$ cat src/rtl/core/tcw_pkg.sv
`timescale 1ns / 1ps

package tcw_pkg;

   localparam int COLUMNS    = 80;
   localparam int ROWS       = 25;
   localparam int CELL_COUNT = COLUMNS * ROWS;
   localparam int COPY_CELLS = (ROWS - 1) * COLUMNS;
   localparam int CELL_W     = $clog2(CELL_COUNT);
   localparam int COL_W      = 7;
   localparam int ROW_W      = 5;
   localparam int IDX_W      = 11;
   localparam int CELL_BITS  = 16;

   localparam logic [CELL_BITS-1:0] BLANK_CELL = 16'h0F20;

   localparam logic [7:0] CHAR_NUL       = 8'd0;
   localparam logic [7:0] CHAR_BACKSPACE = 8'd8;
   localparam logic [7:0] CHAR_NEWLINE   = 8'd10;
   localparam logic [7:0] CHAR_SPACE     = 8'h20;

   localparam logic OP_WRITE = 1'b0;
   localparam logic OP_CLEAR = 1'b1;

   localparam logic [3:0] BG_BLACK = 4'h0;

   typedef struct packed {
      logic [COL_W-1:0]     cursor_col;
      logic [ROW_W-1:0]     cursor_row;
      logic                 cell_written;
      logic [IDX_W-1:0]     cell_index;
      logic [CELL_BITS-1:0] cell_value;
      logic                 scrolled;
   } rsp_type;

   function automatic logic [3:0] fg_of(input logic [23:0] rgb);
      logic [3:0] fg;
      case (rgb)
         24'h00C2A8: fg = 4'd10;
         24'h6C63FF: fg = 4'd9;
         24'hFF6B6B: fg = 4'd12;
         24'hFFFF00: fg = 4'd14;
         24'hF5A623: fg = 4'd14;
         24'h888888: fg = 4'd8;
         24'h00FFFF: fg = 4'd11;
         default:    fg = 4'd15;
      endcase
      return fg;
   endfunction

endpackage

$ cat src/rtl/core/text_console_writer.sv
`timescale 1ns / 1ps
// The result beat is registered at acceptance, or held in a pending register while
// rsp_stall holds the output. Printed characters, newlines and backspaces that do
// not scroll let the next request in unless a beat is pending; a scroll or a clear
// stalls requests for a sweep over the cell memory, one cell per cycle through its single write port.
// Reset: cursor homes, then a clearing pass blanks every cell of the memory.
module text_console_writer
   import tcw_pkg::*;
(
   input  logic                 clock,
   input  logic                 reset,
   input  logic                 req_valid,
   output logic                 req_stall,
   input  logic                 req_opcode,
   input  logic [7:0]           req_char_code,
   input  logic [23:0]          req_color_rgb,
   output logic                 rsp_valid,
   input  logic                 rsp_stall,
   output logic [COL_W-1:0]     rsp_cursor_col,
   output logic [ROW_W-1:0]     rsp_cursor_row,
   output logic                 rsp_cell_written,
   output logic [IDX_W-1:0]     rsp_cell_index,
   output logic [CELL_BITS-1:0] rsp_cell_value,
   output logic                 rsp_scrolled
);

   typedef enum logic {ST_IDLE, ST_SWEEP} state_type;

   state_type            state_ff;
   logic [CELL_W-1:0]    sweep_ptr_ff;
   logic                 copy_ff;
   logic [COL_W-1:0]     col_ff;
   logic [ROW_W-1:0]     row_ff;
   logic                 wr_act_ff;
   logic                 wr_copy_ff;
   logic [CELL_W-1:0]    wr_ptr_ff;
   logic [CELL_BITS-1:0] rd_data_ff;
   logic                 out_valid_ff;
   logic                 pend_valid_ff;
   rsp_type              out_ff;
   rsp_type              pend_ff;

   logic [CELL_BITS-1:0] mem [CELL_COUNT];

   logic                 accept;
   logic                 out_free;
   logic [3:0]           fg;
   logic [CELL_W-1:0]    cur_idx;
   logic [COL_W-1:0]     col_in;
   logic [ROW_W-1:0]     row_in;
   logic                 scroll_in;
   logic                 clear_in;
   rsp_type              rsp_in;
   logic                 copy_region;
   logic                 rd_en;
   logic [CELL_W-1:0]    rd_addr;
   logic                 item_we;
   logic                 mem_we;
   logic [CELL_W-1:0]    mem_waddr;
   logic [CELL_BITS-1:0] mem_wdata;

   assign req_stall = (state_ff != ST_IDLE) || wr_act_ff || pend_valid_ff;
   assign accept    = req_valid && !req_stall;
   assign out_free  = !out_valid_ff || !rsp_stall;

   always_comb begin
      fg        = fg_of(req_color_rgb);
      cur_idx   = CELL_W'(row_ff) * CELL_W'(COLUMNS) + CELL_W'(col_ff);
      col_in    = col_ff;
      row_in    = row_ff;
      scroll_in = 1'b0;
      clear_in  = 1'b0;
      rsp_in    = '0;
      if (req_opcode == OP_CLEAR) begin
         col_in   = '0;
         row_in   = '0;
         clear_in = 1'b1;
      end else begin
         case (req_char_code)
            CHAR_NEWLINE: begin
               col_in = '0;
               if (row_ff == ROW_W'(ROWS - 1)) begin
                  scroll_in = 1'b1;
               end else begin
                  row_in = row_ff + 1'b1;
               end
            end
            CHAR_BACKSPACE: begin
               if (col_ff != '0) begin
                  col_in              = col_ff - 1'b1;
                  rsp_in.cell_written = 1'b1;
                  rsp_in.cell_index   = IDX_W'(cur_idx - 1'b1);
                  rsp_in.cell_value   = {BG_BLACK, fg, CHAR_SPACE};
               end
            end
            CHAR_NUL: begin
            end
            default: begin
               rsp_in.cell_written = 1'b1;
               rsp_in.cell_index   = IDX_W'(cur_idx);
               rsp_in.cell_value   = {BG_BLACK, fg, req_char_code};
               if (col_ff == COL_W'(COLUMNS - 1)) begin
                  col_in = '0;
                  if (row_ff == ROW_W'(ROWS - 1)) begin
                     scroll_in = 1'b1;
                  end else begin
                     row_in = row_ff + 1'b1;
                  end
               end else begin
                  col_in = col_ff + 1'b1;
               end
            end
         endcase
      end
      rsp_in.cursor_col = col_in;
      rsp_in.cursor_row = row_in;
      rsp_in.scrolled   = scroll_in;
   end

   // sweep: read the cell one row below, write it back in the next cycle
   assign copy_region = copy_ff && (sweep_ptr_ff < CELL_W'(COPY_CELLS));
   assign rd_en       = (state_ff == ST_SWEEP) && copy_region;
   assign rd_addr     = sweep_ptr_ff + CELL_W'(COLUMNS);
   assign item_we     = accept && rsp_in.cell_written;

   always_comb begin
      mem_we    = wr_act_ff || item_we;
      mem_waddr = wr_act_ff ? wr_ptr_ff : CELL_W'(rsp_in.cell_index);
      mem_wdata = wr_act_ff ? (wr_copy_ff ? rd_data_ff : BLANK_CELL) : rsp_in.cell_value;
   end

   always_ff @(posedge clock) begin
      if (mem_we) begin
         mem[mem_waddr] <= mem_wdata;
      end
   end

   always_ff @(posedge clock) begin
      if (rd_en) begin
         rd_data_ff <= mem[rd_addr];
      end
   end

   always_ff @(posedge clock) begin
      if (reset) begin
         state_ff      <= ST_SWEEP;
         sweep_ptr_ff  <= '0;
         copy_ff       <= 1'b0;
         col_ff        <= '0;
         row_ff        <= '0;
         wr_act_ff     <= 1'b0;
         wr_copy_ff    <= 1'b0;
         wr_ptr_ff     <= '0;
         out_valid_ff  <= 1'b0;
         pend_valid_ff <= 1'b0;
      end else begin
         wr_act_ff  <= (state_ff == ST_SWEEP);
         wr_copy_ff <= copy_region;
         wr_ptr_ff  <= sweep_ptr_ff;
         unique case (state_ff)
            ST_IDLE: begin
               if (accept && (scroll_in || clear_in)) begin
                  state_ff     <= ST_SWEEP;
                  sweep_ptr_ff <= '0;
                  copy_ff      <= scroll_in;
               end
            end
            ST_SWEEP: begin
               sweep_ptr_ff <= sweep_ptr_ff + 1'b1;
               if (sweep_ptr_ff == CELL_W'(CELL_COUNT - 1)) begin
                  state_ff <= ST_IDLE;
               end
            end
            default: state_ff <= ST_IDLE;
         endcase
         if (accept) begin
            col_ff <= col_in;
            row_ff <= row_in;
         end
         if (accept) begin
            if (out_free) begin
               out_ff       <= rsp_in;
               out_valid_ff <= 1'b1;
            end else begin
               pend_ff       <= rsp_in;
               pend_valid_ff <= 1'b1;
            end
         end else if (out_free) begin
            if (pend_valid_ff) begin
               out_ff        <= pend_ff;
               out_valid_ff  <= 1'b1;
               pend_valid_ff <= 1'b0;
            end else begin
               out_valid_ff <= 1'b0;
            end
         end
      end
   end

   assign rsp_valid        = out_valid_ff;
   assign rsp_cursor_col   = out_ff.cursor_col;
   assign rsp_cursor_row   = out_ff.cursor_row;
   assign rsp_cell_written = out_ff.cell_written;
   assign rsp_cell_index   = out_ff.cell_index;
   assign rsp_cell_value   = out_ff.cell_value;
   assign rsp_scrolled     = out_ff.scrolled;

`ifndef SYNTH
   a_no_accept_in_sweep: assert property (@(posedge clock) disable iff (reset)
      (state_ff == ST_SWEEP) |-> req_stall)
      else $error("beat accepted during sweep");

   a_pend_behind_out: assert property (@(posedge clock) disable iff (reset)
      pend_valid_ff |-> out_valid_ff)
      else $error("pending beat without output beat");

   a_cursor_range: assert property (@(posedge clock) disable iff (reset)
      (col_ff < COL_W'(COLUMNS)) && (row_ff < ROW_W'(ROWS)))
      else $error("cursor out of range");

   a_write_port: assert property (@(posedge clock) disable iff (reset)
      !(item_we && wr_act_ff))
      else $error("write port collision");

   a_sweep_start: assert property (@(posedge clock) disable iff (reset)
      (accept && (scroll_in || clear_in)) |=> (state_ff == ST_SWEEP) && (sweep_ptr_ff == '0))
      else $error("sweep did not start");
`endif

endmodule

$ cat config.mk
export PLATFORM = sky130hd
export DESIGN_NAME = text_console_writer
export DESIGN_NICKNAME = d
export VERILOG_FILES = /design/src/rtl/core/tcw_pkg.sv /design/src/rtl/core/text_console_writer.sv
export SDC_FILE = /design/constraint.sdc
export NUM_CORES = 1
export LEC_CHECK = 0
export BUFFER_PORTS_ARGS = -buffer_cell sky130_fd_sc_hd__buf_2
export CORE_UTILIZATION = 55
export DETAILED_ROUTE_END_ITERATION = 6
export GPL_TIMING_DRIVEN = 0
export HOLD_SLACK_MARGIN = 0.1
export PLACE_DENSITY = 0.81
export SKIP_CTS_REPAIR_TIMING = 1
export SLEW_MARGIN = 20
export SYNTH_ARGS = -nofsm -noshare
export SYNTH_HDL_FRONTEND = slang
export SYNTH_SLANG_ARGS = --single-unit
$ cat constraint.sdc
create_clock -name clock -period 5.6 [get_ports clock]
set_clock_uncertainty 0.2 [all_clocks]
set_input_delay 0.84 -clock clock [delete_from_list [all_inputs] [get_ports clock]]
set_output_delay 0.84 -clock clock [all_outputs]
set_load 0.01 [all_outputs]
==> impl_metrics.tcl, run 1 <==
set metrics [dict create \
    cts_tree "built" \
    min_period_over_period_pct 65.0 \
    path_clk_slew_ps 90 \
    chipWidth_microns 103 \
    slowest_stage "nor3b_2" \
    synth_top_family_by_area "simple AND/OR/NAND/NOR gates" \
    power_mw 1.30 \
    fin_crit_ps 3640 \
    layout_common_cells "78 x buf_2, 72 x edfxtp_1, 63 x nand2_1, 45 x nor2_1, 31 x a21oi_1" \
    area_delta_synth_final_pct 14.4 \
    relSlewSlack_pct 44.1 \
    grt_pass1_wl_microns 20900 \
    root_buffer "clkbuf_8" \
    required_ps 5470 \
    cp_common_cell "buf_4" \
    fillCellCount 803 \
    via_per_inst 5.94 \
    cpPeakStageDelay_ps 650 \
    r2r_cells 8 \
    synth_ff_type "edfxtp_1" \
    final_util_pct 64.9 \
    cts_max_level 3 \
    holdCritPathClass "reg2reg" \
    report.final.slew_viol_count 0 \
    gp_congestion 0.914 \
    ir_drop_v 0.000125 \
    synth_cells 533 \
    multiInputGateArea_sq_mm 0.00269 \
    seq_area_sq_mm 0.00270 \
    drtPass1Iterations 5 \
    track_usage_pct 26.4 \
    fp.dieH_microns 103 \
    die-area_sq_mm 0.0105 \
    synth-adder-area-share_pct 4.53 \
    drive_gt1_share_pct 23.1 \
    cts_buffers 9 \
    grt_pass1_vias 4285 \
    place_area_sq_mm 0.00618 \
    synthMuxAreaShare_pct 2.36 \
    fin_nets 684 \
    synth_cell_types 72 \
    crit_type "reg2reg" \
    antenna_found_initial 0 \
    synth_compound_area_share_pct 17.0 \
    path_depth 8 \
    fin_area_sq_mm 0.00638 \
    finalNonFillerCells 766 \
    ios 80 \
    hold_depth 2 \
    setup_violations 0 \
    worstPathCellList "nor3_1 -> and2_1 -> clkbuf_1 -> buf_1 -> nor2_1 -> nor3b_2 -> buf_4 -> buf_4" \
    power_leakage_nw 2.43 \
    rows 36 \
    post-route-drc-count 0 \
    dr.first_iter.drc_count 317 \
    path_max_fanout 11 \
    drv_cap 0 \
    vias 4547 \
    ant_nets 0 \
    netlist_area_sq_mm 0.00557 \
    finalHoldViolCount 0 \
    cts_max_path_buffers 2 \
    pwr_density_cell_mw_per_mm2 204 \
    clkLatencyLatePin_ps 370 \
    diodes 0 \
    cp_top_family "buffers and inverters" \
    place_hpwl_microns 9810 \
    place.port_buffers 75 \
    worst-path-buf-inv 4 \
    crit_path_end_kind "flop" \
    tightest_slew_ps 838 \
    synth_warnings 0 \
    coreArea_sq_mm 0.00982 \
    mostFrequentLayoutCell "buf_2" \
    grt-ovfl-total 0 \
    synth_edf_count 72 \
    rsz0062_at_grt "false" \
    max_freq_ghz 0.275 \
    cp.arrival_ps 3510 \
    ys_ff_latch 99 \
    wirelength_microns 13300 \
    dp.cells 750 \
    grt_max_degree 17 \
    ys_seq_area_share_pct 48.5 \
    clock_sinks 99 \
    wl_per_cell_microns 17.3 \
    timing.hold.ws_ps 309 \
    status "finished clean" \
    synth-xor-area-share_pct 2.81 \
    start_util_pct 56.8 \
    syn_area_per_cell_sq_um 10.5 \
    synthArstFlopShare_pct 0 \
    synthSimpleGateAreaFrac_pct 21.1 \
    critPathLaunchType "flop" \
]
==> through the flow <==
step / TNS [ps] / setup slack, ps
2_1_floorplan: 0 / 634
4_1_cts: 0 / 1930
3_5_place_dp: 0 / 1740
5_1_grt: 0 / 1750
3_3_place_gp: -62130 / -1230
6_report: 0 / 1960
==> worst reg2reg max path: stages, from the launching register on <==
cell and delay [ps]:
dfxtp_1 400, nor3_1 290, and2_1 180, clkbuf_1 420, buf_1 510, nor2_1 160
nor3b_2 650, buf_4 330, buf_4 210
==> routing by layer <==
layer | track usage, % | wire length [microns] | vias up | share of wire [%]
met2 | 43.5 | 6420 | 161 | 48
met3 | 5.42 | 816 | 29 | 6.2
met1 | 33.5 | 5650 | 2172 | 43
met4 | 11.8 | 378 | 0 | 2.8
li1 | - | - | 2185 | -
met5 | 0 | 0 | - | 0
==> registers in the layout, indices dropped and copies added (netlist names), 5 cells and up <==
signal	flops
row_ff	5
rsp_cell_index	11
rsp_cell_value	11
rsp_cursor_row	5
col_ff	7
rsp_cursor_col	7
pend_ff	36
sweep_ptr_ff	11
==> synth_stat cells, drive strengths merged (7+ instances only) <==
cell,instances,area [sq um]
nand2,63,236
nor2,45,169
ha,17,213
nor3,14,80.1
a21oi,33,180
nand3,14,100
mux2,9,101
inv,13,48.8
dfxtp,27,541
xnor2,12,113
and2,7,43.8
buf,16,97.6
nand4,8,50.1
nor2b,13,81.3
clkbuf,16,60.1
o21ai,24,120
a311oi,8,114
edfxtp,72,2160
and3,12,75.1
o31ai,16,135
==> path summary, 6_finish.rpt <==
path | end | from | slack, ps
setup / recovery | rsp_cell_value[1] | state_ff | 1960
hold / removal | sweep_ptr_ff[2] | sweep_ptr_ff[2] | 310
setup reg to reg | rsp_cell_value[1] | state_ff | 1960
hold reg to reg | sweep_ptr_ff[2] | sweep_ptr_ff[2] | 310
==> final cells by class <==
class                      count  share of cell area, %
sequential                    99                   42.4
multi-input combinational    392                   42.1
timing repair buffer          81                   6.59
tap                          133                   2.61
buffer                        32                   2.47
clock buffer                  11                   2.22
clock inverter                 5                  0.844
inverter                      13                  0.765
==> power breakdown <==
part	switching [mW]	total [mW]	internal, mW	leakage, nW
combinational	0.0400	0.0651	0.0251	1.46
clock	0.240	0.457	0.217	0.0930
sequential	0.00150	0.780	0.778	0.885
==> logic make-up after synthesis <==
kind of cell / Yosys count
AOI/OAI and AO/OA: 123
xor gates and xnor gates: 17
adders and majority gates: 19
buffers and inverters: 45
DFF: 99
muxes: 12
other: 1
and+or+nand+nor: 217
Power figures use the tool's default switching activity.
==> run 2: changes to the inputs <==
clock period = 3.5 ns   (was 5.6 ns; I/O delays follow)
==> run 2 against run 1 <==
Flip-flop and latch count unchanged. Non-clock buffer count down 1. Maximum frequency up 11%. Core utilization up 0.47 points. Via count about the same. Register-to-register slack worse by 1700 ps. Combinational power up 61%. Worst hold slack worse by 9.9 ps. Cell area up 0.73%. Critical endpoint is now rsp_cell_index[9].
==> impl_metrics.tcl, run 2 (same netlist as run 1, synthesis figures left out) <==
set metrics [dict create \
    min_period_over_period_pct 93.8 \
    fp.dieH_microns 103 \
    diodes 0 \
    cts_tree "built" \
    wl_per_cell_microns 17.4 \
    crit_path_end_kind "flop" \
    cts_buffers 9 \
    pwr_density_cell_mw_per_mm2 330 \
    critPathLaunchType "flop" \
    largest_reg_flops 36 \
    grt_max_degree 18 \
    rows 36 \
    ir_drop_v 0.000179 \
    worstPathCellList "ha_1 -> ha_1 -> fa_1 -> or4_1 -> nor4_1 -> a311oi_2 -> xor2_1 -> o31ai_1" \
    setup_tns_ps 0 \
    fin_area_sq_mm 0.00642 \
    report.final.slew_viol_count 0 \
    required_ps 3490 \
    place_area_sq_mm 0.00621 \
    drtPass1Iterations 7 \
    chipWidth_microns 103 \
    cp_common_cell "ha_1" \
    setup_violations 0 \
    gp_congestion 0.910 \
    drive_gt1_share_pct 23.4 \
    routed.top_layer "met4" \
    grt-ovfl-total 0 \
    vias 4551 \
    place_hpwl_microns 9980 \
    holdCritPathClass "in2reg" \
    power_leakage_nw 2.45 \
    cts_max_level 3 \
    coreArea_sq_mm 0.00982 \
    grt_pass1_vias 4339 \
    wl_met3_microns 939 \
    fin_nets 683 \
    fin_crit_ps 3280 \
    max_freq_ghz 0.305 \
    cts_max_path_buffers 2 \
    ios 80 \
    dr.first_iter.drc_count 264 \
    area_delta_synth_final_pct 15.2 \
    wirelength_microns 13300 \
    relSlewSlack_pct 45.4 \
    cp.arrival_ps 3270 \
    layout_common_cells "78 x buf_2, 72 x edfxtp_1, 63 x nand2_1, 45 x nor2_1, 31 x a21oi_1" \
    cpPeakStageDelay_ps 550 \
    dp.cells 748 \
    grt_pass1_wl_microns 21100 \
    slowest_stage "dfxtp_1" \
    start_util_pct 56.8 \
    r2r_cells 8 \
    tightest_slew_ps 819 \
    ant_nets 0 \
    post-route-drc-count 0 \
    antenna_found_initial 0 \
    wl_met1_microns 5440 \
    die-area_sq_mm 0.0105 \
    finalHoldViolCount 0 \
    path_clk_slew_ps 100 \
    rsz0062_at_grt "false" \
    place.port_buffers 75 \
    drv_cap 0 \
    status "finished clean" \
    clock_sinks 99 \
    mostFrequentLayoutCell "buf_2" \
    path_max_fanout 8 \
    wl_met2_microns 6620 \
    hold_depth 3 \
    via_per_inst 5.95 \
    cp_top_family "adder cells" \
    clkLatencyLatePin_ps 380 \
    crit_type "reg2reg" \
    regMostFlops "pend_ff" \
    path_depth 8 \
    track_usage_pct 26.4 \
    worst-path-buf-inv 0 \
    root_buffer "clkbuf_8" \
    finalNonFillerCells 765 \
]
[run 2: final timing paths]
path	start	endpoint	slack (ps)
setup / recovery	row_ff[1]	rsp_cell_index[9]	220
hold / removal	reset	col_ff[5]	300
setup reg to reg	row_ff[1]	rsp_cell_index[9]	220
hold reg to reg	sweep_ptr_ff[2]	sweep_ptr_ff[2]	330
[run 2: power by group]
part           internal (mW)  leakage (nW)  switching [mW]
Clock                  0.356        0.0995           0.414
Combinational         0.0402          1.47          0.0650
Sequential              1.25         0.885         0.00241
Total                   1.64          2.45           0.481
[run 2: layout make-up]
type                       instances  area [sq um]
fill                             823          3400
sequential                        99          2700
multi-input combinational        392          2700
timing repair buffer              80           439
tap                              133           166
buffer                            32           159
clock buffer                      10           138
clock inverter                     6          71.3
inverter                          13          48.8
[run 2: metal layers]
metal  vias to the layer above  track usage (%)
met5                         -                0
met4                         0             10.8
met3                        26             4.47
met2                       172             44.5
met1                      2179             33.8
li1                       2174                -
[run 2: metrics by stage]
step                      hold slack (ps)  power, mW  utilization (%)  worst slack (ps)
after global routing                  327       2.19             65.4              60.4
after global placement                287       1.38             62.6              -879
after floorplan                       270       1.33                -               370
after CTS                             286       2.13             65.3              -142
final                                 299       2.12             65.4               219
after detailed placement              300       1.38             63.2              -110
[run 2: worst min-delay path, cell delays in order]
cell and delay, ps:
buf_2 130, or3_1 110, o32ai_1 60
